### src/hdl/rbc_pkg.sv
// Package for the relogin backoff controller: session state and event codes,
// reset values of the backoff table and the configuration register indexes.
// Depends on nothing.
`default_nettype none

package rbc_pkg;

  typedef enum logic [2:0] {
    ST_IDLE          = 3'd0,
    ST_TOKEN_INVALID = 3'd1,
    ST_PENDING       = 3'd2,
    ST_IN_PROGRESS   = 3'd3,
    ST_LOGIN_FAILED  = 3'd4,
    ST_NET_ERROR     = 3'd5,
    ST_TWO_FACTOR    = 3'd6,
    ST_CONNECTING    = 3'd7
  } session_t;

  typedef enum logic [2:0] {
    EV_SET_ENABLE   = 3'd0,
    EV_AUTH_FAILURE = 3'd1,
    EV_POLL         = 3'd2,
    EV_STARTED      = 3'd3,
    EV_SUCCESS      = 3'd4,
    EV_FAILURE      = 3'd5
  } event_t;

  localparam logic [1:0] REASON_TWO_FACTOR = 2'd0;
  localparam logic [1:0] REASON_INVALID    = 2'd1;

  localparam int unsigned CFG_INDEX_W = 8;
  localparam logic [CFG_INDEX_W-1:0] REG_FIRST  = 8'd0;
  localparam logic [CFG_INDEX_W-1:0] REG_SECOND = 8'd1;
  localparam logic [CFG_INDEX_W-1:0] REG_THIRD  = 8'd2;
  localparam logic [CFG_INDEX_W-1:0] REG_LAST   = 8'd3;

  localparam logic [31:0] RST_FIRST_MS  = 32'd60000;
  localparam logic [31:0] RST_SECOND_MS = 32'd300000;
  localparam logic [31:0] RST_THIRD_MS  = 32'd900000;
  localparam logic [31:0] RST_LAST_MS   = 32'd1800000;

  localparam logic [7:0] COUNT_MAX = 8'hFF;

  function automatic logic is_retryable(input session_t s);
    return (s == ST_PENDING) || (s == ST_LOGIN_FAILED) || (s == ST_NET_ERROR);
  endfunction

endpackage

`default_nettype wire

### src/hdl/relogin_backoff_controller_unit.sv
// Top level of the relogin backoff controller: event decode, session state,
// backoff delay selection and the due check. Uses rbc_pkg.
// The result of an input transfer is registered and shows on the master side in the next cycle.
// Throughput: one event per cycle; the state update and the 32-bit elapsed
// time compare sit between the state registers and the result register.
// A new event is taken whenever the result register is empty or being drained.
// Synchronous reset clears the session state, counters and output valid, and
// loads the backoff table with its default delays.
`default_nettype none

module relogin_backoff_controller_unit (
  input  wire logic                          clk,
  input  wire logic                          rst,
  input  wire logic                          cfg_valid,
  output logic                               cfg_ready,
  input  wire logic [rbc_pkg::CFG_INDEX_W-1:0] cfg_index,
  input  wire logic [31:0]                   cfg_data,
  input  wire logic                          s_tvalid,
  output logic                               s_tready,
  // now_ms [31:0], enable_value [32], failure_reason [34:33], zero [39:35]
  input  wire logic [39:0]                   s_tdata,
  // kind [2:0]
  input  wire logic [2:0]                    s_tuser,
  output logic                               m_tvalid,
  input  wire logic                          m_tready,
  // session_state [2:0], relogin_due [3], failure_count [11:4],
  // retry_delay_ms [43:12], zero [47:44]
  output logic [47:0]                        m_tdata
);
  import rbc_pkg::*;

  logic [31:0] backoff_first_ms;
  logic [31:0] backoff_second_ms;
  logic [31:0] backoff_third_ms;
  logic [31:0] backoff_last_ms;

  session_t    session_code, session_code_next;
  logic        auto_enabled, auto_enabled_next;
  logic        retry_scheduled, retry_scheduled_next;
  logic [7:0]  fail_count, fail_count_next;
  logic [31:0] anchor_time, anchor_time_next;
  logic [31:0] current_delay, current_delay_next;
  logic        due;

  logic        out_valid;
  logic [43:0] out_data;

  logic [31:0] now_ms;
  logic        enable_value;
  logic [1:0]  failure_reason;
  logic [7:0]  count_inc;
  logic [31:0] table_delay;
  logic        may_retry;
  logic        accept;

  assign now_ms         = s_tdata[31:0];
  assign enable_value   = s_tdata[32];
  assign failure_reason = s_tdata[34:33];

  assign cfg_ready = 1'b1;
  assign s_tready  = !out_valid || m_tready;
  assign accept    = s_tvalid && s_tready;
  assign m_tvalid  = out_valid;
  assign m_tdata   = {4'd0, out_data};

  assign may_retry = auto_enabled && retry_scheduled && is_retryable(session_code);
  assign count_inc = (fail_count < COUNT_MAX) ? fail_count + 8'd1 : fail_count;

  always_comb begin
    case (count_inc)
      8'd0:    table_delay = 32'd0;
      8'd1:    table_delay = backoff_first_ms;
      8'd2:    table_delay = backoff_second_ms;
      8'd3:    table_delay = backoff_third_ms;
      default: table_delay = backoff_last_ms;
    endcase
  end

  always_comb begin
    session_code_next    = session_code;
    auto_enabled_next    = auto_enabled;
    retry_scheduled_next = retry_scheduled;
    fail_count_next      = fail_count;
    anchor_time_next     = anchor_time;
    current_delay_next   = current_delay;
    unique case (event_t'(s_tuser))
      EV_SET_ENABLE: begin
        auto_enabled_next = enable_value;
        if (!enable_value) begin
          retry_scheduled_next = 1'b0;
          if (is_retryable(session_code)) session_code_next = ST_TOKEN_INVALID;
        end
      end
      EV_AUTH_FAILURE: begin
        fail_count_next    = 8'd0;
        anchor_time_next   = now_ms;
        current_delay_next = 32'd0;
        if (auto_enabled) begin
          session_code_next    = ST_PENDING;
          retry_scheduled_next = 1'b1;
        end else begin
          session_code_next    = ST_TOKEN_INVALID;
          retry_scheduled_next = 1'b0;
        end
      end
      EV_STARTED: begin
        if (may_retry) begin
          retry_scheduled_next = 1'b0;
          session_code_next    = ST_IN_PROGRESS;
        end
      end
      EV_SUCCESS: begin
        session_code_next    = ST_CONNECTING;
        retry_scheduled_next = 1'b0;
        fail_count_next      = 8'd0;
        anchor_time_next     = 32'd0;
        current_delay_next   = 32'd0;
      end
      EV_FAILURE: begin
        if (failure_reason == REASON_TWO_FACTOR) begin
          session_code_next    = ST_TWO_FACTOR;
          retry_scheduled_next = 1'b0;
          current_delay_next   = 32'd0;
        end else begin
          fail_count_next      = count_inc;
          anchor_time_next     = now_ms;
          current_delay_next   = table_delay;
          retry_scheduled_next = auto_enabled;
          session_code_next    = (failure_reason == REASON_INVALID) ?
                                 ST_LOGIN_FAILED : ST_NET_ERROR;
        end
      end
      default: begin
      end
    endcase
    due = auto_enabled_next && retry_scheduled_next &&
          is_retryable(session_code_next) &&
          ((now_ms - anchor_time_next) >= current_delay_next);
  end

  always_ff @(posedge clk) begin
    if (rst) begin
      backoff_first_ms  <= RST_FIRST_MS;
      backoff_second_ms <= RST_SECOND_MS;
      backoff_third_ms  <= RST_THIRD_MS;
      backoff_last_ms   <= RST_LAST_MS;
    end else if (cfg_valid && cfg_ready) begin
      case (cfg_index)
        REG_FIRST:  backoff_first_ms  <= cfg_data;
        REG_SECOND: backoff_second_ms <= cfg_data;
        REG_THIRD:  backoff_third_ms  <= cfg_data;
        REG_LAST:   backoff_last_ms   <= cfg_data;
        default: begin
        end
      endcase
    end
  end

  always_ff @(posedge clk) begin
    if (rst) begin
      session_code    <= ST_IDLE;
      auto_enabled    <= 1'b0;
      retry_scheduled <= 1'b0;
      fail_count      <= 8'd0;
      anchor_time     <= 32'd0;
      current_delay   <= 32'd0;
    end else if (accept) begin
      session_code    <= session_code_next;
      auto_enabled    <= auto_enabled_next;
      retry_scheduled <= retry_scheduled_next;
      fail_count      <= fail_count_next;
      anchor_time     <= anchor_time_next;
      current_delay   <= current_delay_next;
    end
  end

  always_ff @(posedge clk) begin
    if (rst) begin
      out_valid <= 1'b0;
    end else if (accept) begin
      out_valid <= 1'b1;
    end else if (m_tready) begin
      out_valid <= 1'b0;
    end
  end

  always_ff @(posedge clk) begin
    if (accept) begin
      out_data <= {current_delay_next, fail_count_next, due, session_code_next};
    end
  end

endmodule

`default_nettype wire

### config.mk
export PLATFORM = sky130hd
export DESIGN_NAME = relogin_backoff_controller_unit
export DESIGN_NICKNAME = d
export VERILOG_FILES = /design/src/hdl/rbc_pkg.sv /design/src/hdl/relogin_backoff_controller_unit.sv
export SDC_FILE = /design/constraint.sdc
export NUM_CORES = 1
export LEC_CHECK = 0
export BUFFER_PORTS_ARGS = -buffer_cell sky130_fd_sc_hd__buf_2
export CAP_MARGIN = 25
export CORE_MARGIN = 2
export CORE_UTILIZATION = 54
export CTS_CLUSTER_DIAMETER = 120
export CTS_CLUSTER_SIZE = 10
export DETAILED_ROUTE_END_ITERATION = 10
export HOLD_SLACK_MARGIN = 0.06
export PLACE_DENSITY_LB_ADDON = 0.08
export RECOVER_POWER = 100
export SLEW_MARGIN = 40
export SYNTH_ARGS = -nofsm -noshare
export SYNTH_HDL_FRONTEND = slang
export SYNTH_SLANG_ARGS = --single-unit
### constraint.sdc
create_clock -name clk -period 4.8 [get_ports clk]
set_clock_uncertainty 0.15 [all_clocks]
set_input_delay 0 -clock clk [delete_from_list [all_inputs] [get_ports clk]]
set_output_delay 0 -clock clk [all_outputs]
set_load 0.02 [all_outputs]
-- Word level (Yosys, flattened, before mapping)
Cells that the tools add are included.
- output and inout port bits: 51
- memories kept: 0
- register bits after elaboration: 250
- bits in writable memories: 0
- ROM bits: 0
- bits in latches: 0
- magnitude comparators: 2
- eq/ne operators: 17
- reductions and logical operators: 22
- divide/modulo/power cells: 0
- shift operators: 0
- multiplexer cells: 23
- multiply operators: 0
- $add $sub $neg: 2
- bitwise gates (word level): 0
- operator list (kind ; count):
    one-hot mux 32 bit (4 select lines) ; 1
    one-hot mux 32 bit (3 select lines) ; 1
    two-way mux 32 bit ; 2
    one-hot mux 32 bit (2 select lines) ; 1
    == test 8 x 2 -> 1 bit (second input constant) ; 4
    greater-or-equal comparator 32 bit ; 1
    subtractor 32 bit ; 1
    == test 3 bit (second input constant) ; 6
    == test 8 x 1 -> 1 bit (second input constant) ; 2
    logical NOT 8 bit ; 2
    two-way mux 8 bit ; 2
    one-hot mux 8 bit (2 select lines) ; 1
    one-hot mux 3 bit (5 select lines) ; 1
    == test 3 x 2 -> 1 bit (second input constant) ; 3
    two-way mux 3 bit ; 3
    adder 8 x 1 -> 8 bit (second input constant) ; 1
    < comparator 8 bit (second input constant) ; 1
    two-way mux 1 bit ; 8
    AND reduction 2 bit ; 4
    logical AND 1 bit ; 6
    logical OR 1 bit ; 5
    one-hot mux 1 bit (5 select lines) ; 1
    two-way mux 2 bit ; 2
    == test 3 x 1 -> 1 bit (second input constant) ; 1
    other kinds (6) ; 6

-- Depth between registers and ports, before layout
Gate-level depths: netlist of the first run.
- word-level depth: 11
- gate-level depth with buffers: 23
- depth with buffers taken out: 21

-- Worst setup path before layout of the first run
Ideal clock, no wire load.
- path kind: input port to flip-flop
- start point: input port s_tuser[1]
- end point: register out_data[3], data pin
- path buffers: 3
- path slack: 0.111 ns
- data arrival time: 4.281 ns
- setup time: 0.258 ns
- required time: 4.392 ns
- cell stages on the path: 21
- cells stage by stage: buf_2 o21bai_1 a31o_2 clkbuf_1 clkbuf_1 a22oi_1 ha_1 nand2_1 or3_1 a21oi_1 nor4_2 o31a_1 o31ai_2 xor2_1 ha_1 a21o_1 a21o_1 a2111oi_0 o21ai_0 a21oi_1 nor4_1
- longest elaborated chain between the ends: 7
- elaborated cells between the ends (all ways): 21
- those cells by class: add/sub (1); order compare (1); eq/ne (7); mux (5); reduce/logical (7)
- ends and longest elaborated chain (item ; RTL line ; text):
    start, declared ; relogin_backoff_controller_unit.sv:23 ; input wire logic [2:0] s_tuser,
    branches (longest 6 deep; another with subtractor 32 bit) ; -- ;
    logical AND 1 bit * ; relogin_backoff_controller_unit.sv:137 ; is_retryable(session_code_next) &&
    named net due ; relogin_backoff_controller_unit.sv:43 ; logic due;
    end signal, assigned ; relogin_backoff_controller_unit.sv:189 ; out_data <= {current_delay_next, fail_count_next, due, session_code_next};
    end, declared ; relogin_backoff_controller_unit.sv:46 ; logic [43:0] out_data;
Mark *: on every way through the listed nets, which the timed path passes.
A chain may end at the register's enable or synchronous reset.

-- Final worst setup path of the first run
- start point: input port s_tdata[34]
- end point: register out_data[3], data pin
- elaborated cells between the ends (all ways): 21
- those cells by class: add/sub (1); order compare (1); eq/ne (4); mux (9); reduce/logical (6)
- RTL lines (item ; RTL line ; text):
    start, declared ; relogin_backoff_controller_unit.sv:21 ; input wire logic [39:0] s_tdata,
    logical NOT 2 bit ; relogin_backoff_controller_unit.sv:120 ; if (failure_reason == REASON_TWO_FACTOR) begin
    two-way mux 32 bit ; relogin_backoff_controller_unit.sv:120 ;
    one-hot mux 32 bit (3 select lines) ; relogin_backoff_controller_unit.sv:86 ; unique case (event_t'(s_tuser))
    named net anchor_time_next[0] ; relogin_backoff_controller_unit.sv:41 ; logic [31:0] anchor_time, anchor_time_next;
    subtractor 32 bit ; relogin_backoff_controller_unit.sv:138 ; ((now_ms - anchor_time_next) >= current_delay_next);
    greater-or-equal comparator 32 bit ; relogin_backoff_controller_unit.sv:138 ;
    logical AND 1 bit ; relogin_backoff_controller_unit.sv:137 ;
    named net due ; relogin_backoff_controller_unit.sv:43 ;
The timed path passes the listed nets, and every way through them passes these cells.

==> flow_metrics.env, run 1 <==
export IMPL_status="finished with violations"
export IMPL_violations="max-capacitance violations, max-slew violations"
export IMPL_ant_nets=0
export IMPL_ys_seq_elements=250
export IMPL_ios=139
export IMPL_cts_made_buffers=28
export IMPL_grtUsageMet1=0.4154
export IMPL_yosysWarnings=0
export IMPL_finalCriticalPeriod_ps=4601
export IMPL_fin_ws_ps=198.7
export IMPL_remaining_drc_errors=0
export IMPL_tns_ps=0
export IMPL_grt_pass1_wl_mm=59.85
export IMPL_avgSynthCellArea_um2=8.379
export IMPL_synth_cell_type_count=67
export IMPL_ys_flop_type="dfxtp_1"
export IMPL_final_area_um2=15810
export IMPL_use_met3=0.03490
export IMPL_ir_worst_vdd_uv=250.4
export IMPL_rr_worst_depth=17
export IMPL_port_buffers=128
export IMPL_initial_utilization=0.5521
export IMPL_power_w=0.005147
export IMPL_post_place_ws_ps=-124.2
export IMPL_clkLatencyLatePin_ps=540
export IMPL_holdPathStages=5
export IMPL_critPathMaxFanout=4
export IMPL_drive_gt1_frac=0.1105
export IMPL_grt_start_max_net_pins=118
export IMPL_synth_area_leaders="dfxtp_1, edfxtp_1, nand2_1"
export IMPL_grt_overflow=0
export IMPL_fmax_mhz=217.3
export IMPL_finalCritPeriodShare=0.9586
export IMPL_drtIter0Drc=1114
export IMPL_detailed_place_hpwl_mm=24.19
export IMPL_hold_viol=0
export IMPL_setup_viol=0
export IMPL_netlist_area_um2=13040
export IMPL_synth_edff_count=44
export IMPL_die_y_um=159.4
export IMPL_grt_use_met2=0.4496
export IMPL_yosys_area_top_type="dfxtp_1"
export IMPL_drt_wl_total_mm=36.95
export IMPL_seq_area_frac_synth=0.4177
export IMPL_clockBufferDepth=3
export IMPL_hold_path_class="in2reg"
export IMPL_maxSlewViolCount=100
export IMPL_dr_pass1_iters=7
export IMPL_first_global_vias=11536
export IMPL_power_density_nw_per_um2=325.6
export IMPL_fp_dieW_um=159.4
export IMPL_clock_sinks=250
export IMPL_diodes=0
export IMPL_nets=1893
export IMPL_grt_total_usage=0.2821
export IMPL_h_tree_depth=1
export IMPL_detail_route_wl_per_cell_um=17.88
export IMPL_relSlewSlack=-0.8908
export IMPL_antenna_found_initial=0
export IMPL_worst_pin_slew_ps=2836
export IMPL_dpl_instance_area_um2=14020
export IMPL_fp_coreArea_um2=23610
export IMPL_p_leak_nw=6.059
export IMPL_cts_root_buf="clkbuf_16"
export IMPL_num_vias=12170
export IMPL_cp_required_ps=4920
export IMPL_drv_cap=2
export IMPL_fin_util=0.6694
export IMPL_dieArea_um2=25400
export IMPL_via_per_inst=5.891
export IMPL_grt_busiest_layer="met2"
export IMPL_arrival_ps=4730
export IMPL_cts_tree="done"
export IMPL_cp_start_kind="input pin"
export IMPL_gp_congestion=0.9094
export IMPL_area_growth_pct=21.23
export IMPL_crit_path_end_kind="flip-flop"
export IMPL_worst_setup_path_type="in2reg"
export IMPL_rows=56
export IMPL_async_flop_share=0
export IMPL_cts_clk_slew_worst_paths_ps=60
export IMPL_postSynthCellCount=1556
export IMPL_yosysTopAreaCellShare=0.3163
-- cell usage in the layout (no fill, tap or decap), types with 4 or more instances in the layout --
cell           count
and3_1             5
o211ai_1           4
clkbuf_16         29
nand2b_1           7
ha_1              65
a31oi_1            8
a211oi_1          41
nor4_2             4
nand3_1           15
and2_1             5
a221oi_1          16
nand3b_1          39
nand2_1          342
o22ai_1            4
edfxtp_1          44
a21oi_2            4
a21o_1            45
conb_1             5
inv_1             13
o21ai_0           56
o21ai_1            5
buf_2             80
a222oi_1          31
nor2b_1            7
xor2_1             9
o31a_1             5
a22oi_1           28
a221o_1           38
dfxtp_1          206
dlygate4sd3_1     89
o21a_1             8
nor2_1           103
xnor2_1           21
nor3_1            13
buf_4             38
mux2i_1            5
buf_12             5
nand4_1           13
a21oi_1          168
clkbuf_1          61
-- kinds of logic after synthesis --
logic type	Yosys count	synth area share
multiplexers	5	0.003839
other	2	0.0005760
AO/OA/AOI/OAI	496	0.2589
AND/OR/NAND/NOR	571	0.1914
adder cells (fa/ha/maj)	67	0.06488
buffers and inverters	135	0.04261
XOR/XNOR	30	0.02015
flip-flops	250	0.4177
-- final timing paths --
path,from,endpoint,slack [ps]
max,s_tdata[34],out_data[3],200
min,s_tuser[0],anchor_time[5],80
max reg2reg,fail_count[1],out_data[3],240
min reg2reg,backoff_second_ms[1],backoff_second_ms[1],310
-- critical path, cell delays in order --
cell	delay, ps
dlygate4sd3_1	520
buf_2	160
nor2_4	50
a31o_2	270
a22o_1	260
ha_1	200
inv_1	80
fa_2	210
a211oi_2	80
or3_4	400
a21oi_4	170
nor4_2	60
buf_4	170
o31a_1	330
o31ai_2	240
xor2_1	190
ha_1	270
a21o_1	170
a21o_1	220
a2111oi_4	350
o21ai_1	110
a21oi_2	130
nor4_2	70
-- through the flow --
step	hold WS (ps)	instances
3_5_place_dp	105.6	1930
4_1_cts	65.34	2059
5_1_grt	134.7	2066
2_1_floorplan	-29.21	1559
6_report	78.36	2066
3_3_place_gp	97.92	1930
-- flip-flops by register name, indices dropped and copies added, names as in the netlist, 3 cells and up --
register / count
backoff_last_ms: 32
backoff_second_ms: 32
fail_count: 8
session_code: 3
current_delay: 32
backoff_third_ms: 32
anchor_time: 32
out_data: 44
backoff_first_ms: 32
-- synth_stat cells, drive strengths merged, types with 33 or more instances --
| cell | number |
|---|---|
| clkbuf | 87 |
| edfxtp | 44 |
| dfxtp | 206 |
| nor2 | 107 |
| a21oi | 173 |
| o21ai | 61 |
| buf | 33 |
| ha | 66 |
| nand3b | 39 |
| a211oi | 45 |
| nand2 | 342 |
| a21o | 45 |
| a221o | 38 |
-- repair_timing --
item | 4_1_cts | 5_1_grt
setup buffers | 0 | 6
hold buffers | 90 | 0
endpoints found under the hold margin | 177 | 0
gates resized for setup | 0 | 29
setup endpoints to repair | 0 | 1
-- routing by layer --
layer	share of wire	vias to the layer above	wire length [um]
met5	0	-	0
met4	0.012	0	439
met3	0.059	39	2189
met2	0.45	371	16560
met1	0.48	5736	17760
li1	-	6024	-
-- power breakdown --
| group | switching [W] | internal (W) | total, W | leakage, nW |
|---|---|---|---|---|
| registers | 0.0000263 | 0.00218 | 0.00221 | 2.11 |
| clock network | 0.000806 | 0.00108 | 0.00189 | 0.369 |
| logic | 0.000607 | 0.000442 | 0.00105 | 3.58 |
-- layout make-up --
cell class	count	area [um^2]
multi-input cells	1174	7204
well taps	319	399.1
flip-flops and latches	250	5445
inverters	15	57.56
clock buffers	39	763.2
fillers	2061	7807
repair buffers	269	1936
No activity file was read; power rests on OpenSTA's default activity.
==> run 2, diff against run 1 <==
Settings changed: CORE_ASPECT_RATIO from default to 1.1.
==> flow_metrics.env, run 2 (synthesis gave the netlist of run 1 again) <==
export IMPL_regToRegEndpoint="out_data[3]"
export IMPL_setup_viol=0
export IMPL_cpMaxStageDelayCell="dlygate4sd3_1"
export IMPL_hold_path_class="in2reg"
export IMPL_fmax_mhz=219.3
export IMPL_die_y_um=167.0
export IMPL_fin_ws_ps=239.9
export IMPL_fp_coreArea_um2=23700
export IMPL_rr_worst_depth=19
export IMPL_crit_path_end_kind="flip-flop"
export IMPL_rows=59
export IMPL_path_cells="buf_2 -> dlygate4sd3_1 -> inv_2 -> o311a_1 -> buf_4 -> a22oi_1 -> ha_1 -> nand2_1 -> or3_1 -> a21oi_2 -> nor4_2 -> buf_4 -> o31a_1 -> o31ai_2 -> xor2_1 -> ha_1 -> a21o_1 -> a21o_1 -> a2111oi_2 -> o21ai_1 -> a21oi_1 -> nor4_1"
export IMPL_detailed_place_hpwl_mm=24.40
export IMPL_area_growth_pct=20.73
export IMPL_clockBufferDepth=3
export IMPL_worst_pin_slew_ps=3672
export IMPL_min_to="fail_count[2]"
export IMPL_post_place_ws_ps=-161.6
export IMPL_slowest_delay_ps=570
export IMPL_diodes=0
export IMPL_violations="max-capacitance violations, max-slew violations"
export IMPL_cts_made_buffers=28
export IMPL_drtIter0Drc=945
export IMPL_power_density_nw_per_um2=325.6
export IMPL_drt_wl_total_mm=36.15
export IMPL_grtUsageMet1=0.4009
export IMPL_holdPathStages=8
export IMPL_dr_pass1_iters=7
export IMPL_fin_cells=2058
export IMPL_layout_commonest_cell="nand2_1"
export IMPL_worstReg2RegStart="anchor_time[0]"
export IMPL_finalCriticalPeriod_ps=4560
export IMPL_dp_cells=1921
export IMPL_hp_start="s_tuser[0]"
export IMPL_remaining_drc_errors=0
export IMPL_nets=1897
export IMPL_p_leak_nw=6.060
export IMPL_cts_clk_slew_worst_paths_ps=60
export IMPL_clkLatencyLatePin_ps=550
export IMPL_drive_gt1_frac=0.1055
export IMPL_fp_dieW_um=152.2
export IMPL_arrival_ps=4680
export IMPL_use_met3=0.03513
export IMPL_grt_total_usage=0.2748
export IMPL_rsz0062_at_grt="no"
export IMPL_grt_pass1_wl_mm=58.77
export IMPL_dieArea_um2=25400
export IMPL_fill_cells=2003
export IMPL_critPathMaxFanout=7
export IMPL_via_per_inst=5.913
export IMPL_worst_setup_path_type="in2reg"
export IMPL_holdWs_ps=82.91
export IMPL_cp_required_ps=4920
export IMPL_first_global_vias=11415
export IMPL_largest_reg_flops=44
export IMPL_status="finished with violations"
export IMPL_final_cell_mix="nand2_1, dfxtp_1, a21oi_1, nor2_1, dlygate4sd3_1"
export IMPL_ios=139
export IMPL_hold_viol=0
export IMPL_grt_use_met2=0.4397
export IMPL_gp_congestion=0.9103
export IMPL_largest_register="out_data"
export IMPL_h_tree_depth=1
export IMPL_grt_start_max_net_pins=98
export IMPL_antenna_found_initial=0
export IMPL_cts_root_buf="clkbuf_16"
export IMPL_cts_tree="done"
export IMPL_clock_sinks=250
export IMPL_cp_start_kind="input pin"
export IMPL_ir_worst_vdd_uv=278.5
export IMPL_detail_route_wl_per_cell_um=17.56
export IMPL_maxSlewViolCount=115
export IMPL_num_vias=12168
export IMPL_crit_family="compound AO/OA/AOI/OAI gates"
export IMPL_finalCritPeriodShare=0.9500
export IMPL_grt_overflow=0
export IMPL_ff2ff_setup_slack_ps=310
export IMPL_dpl_instance_area_um2=14080
export IMPL_drv_cap=2
export IMPL_ant_nets=0
export IMPL_port_buffers=128
export IMPL_final_area_um2=15740
export IMPL_path_buf_inv=5
export IMPL_relSlewSlack=-1.448
export IMPL_initial_utilization=0.5502
export IMPL_grt_busiest_layer="met2"
==> run 2: where the power goes <==
| group | internal, W | switching, W | leakage (nW) | total, W |
|---|---|---|---|---|
| clock | 0.00109 | 0.000810 | 0.372 | 0.00190 |
| combinational | 0.000435 | 0.000582 | 3.58 | 0.00102 |
| sequential | 0.00218 | 0.0000264 | 2.11 | 0.00221 |
==> run 2: how the worst max path moves through the flow <==
stage | depth (start not counted) | to | startpoint | slack, ps
floorplan | 21 | out_data[3] | s_tuser[1] | 110
global placement | 21 | out_data[3] | s_tuser[2] | 10
detailed placement | 21 | out_data[3] | s_tuser[2] | -160
CTS | 22 | out_data[3] | s_tuser[1] | 120
global route | 22 | out_data[3] | s_tuser[1] | 4
finish | 22 | out_data[3] | s_tuser[1] | 240
==> run 2: final cells by class <==
| type | instances | area, um^2 | area share |
|---|---|---|---|
| inverter | 15 | 57.56 | 0.003657 |
| sequential | 250 | 5445 | 0.3459 |
| multi-input combinational | 1174 | 7118 | 0.4522 |
| timing repair buffer | 273 | 1967 | 0.1250 |
| tap | 305 | 381.6 | 0.02424 |
| clock buffer | 41 | 770.7 | 0.04897 |
==> run 2: metrics by stage <==
stage	power [W]	setup TNS, ps	utilization
6_report	0.005125	0	0.6642
3_3_place_gp	0.003186	0	0.5924
4_1_cts	0.005135	0	0.6649
3_5_place_dp	0.003199	-161.6	0.5943
2_1_floorplan	0.002903	0	-
5_1_grt	0.005352	0	0.6642
==> run 2: layer usage <==
metal,routed length [um],up-vias
li1,-,6019
met1,17000,5702
met2,16350,406
met3,2374,41
met4,426,0
met5,0,-
==> run 2: tightest hold or removal path, cell delays in order <==
cell and delay [ps]:
buf_2 150, nand2_1 70, nor2_1 40, buf_4 160, o21ai_0 80, a21oi_1 100
nand2_1 70, a21oi_1 50
==> run 2: what timing repair did <==
action | 4_1_cts | 5_1_grt
resized for setup | 0 | 7
endpoints found under the hold margin | 177 | 0
setup endpoints to repair | 0 | 1
buffers inserted | 0 | 6
hold buffers | 90 | 0
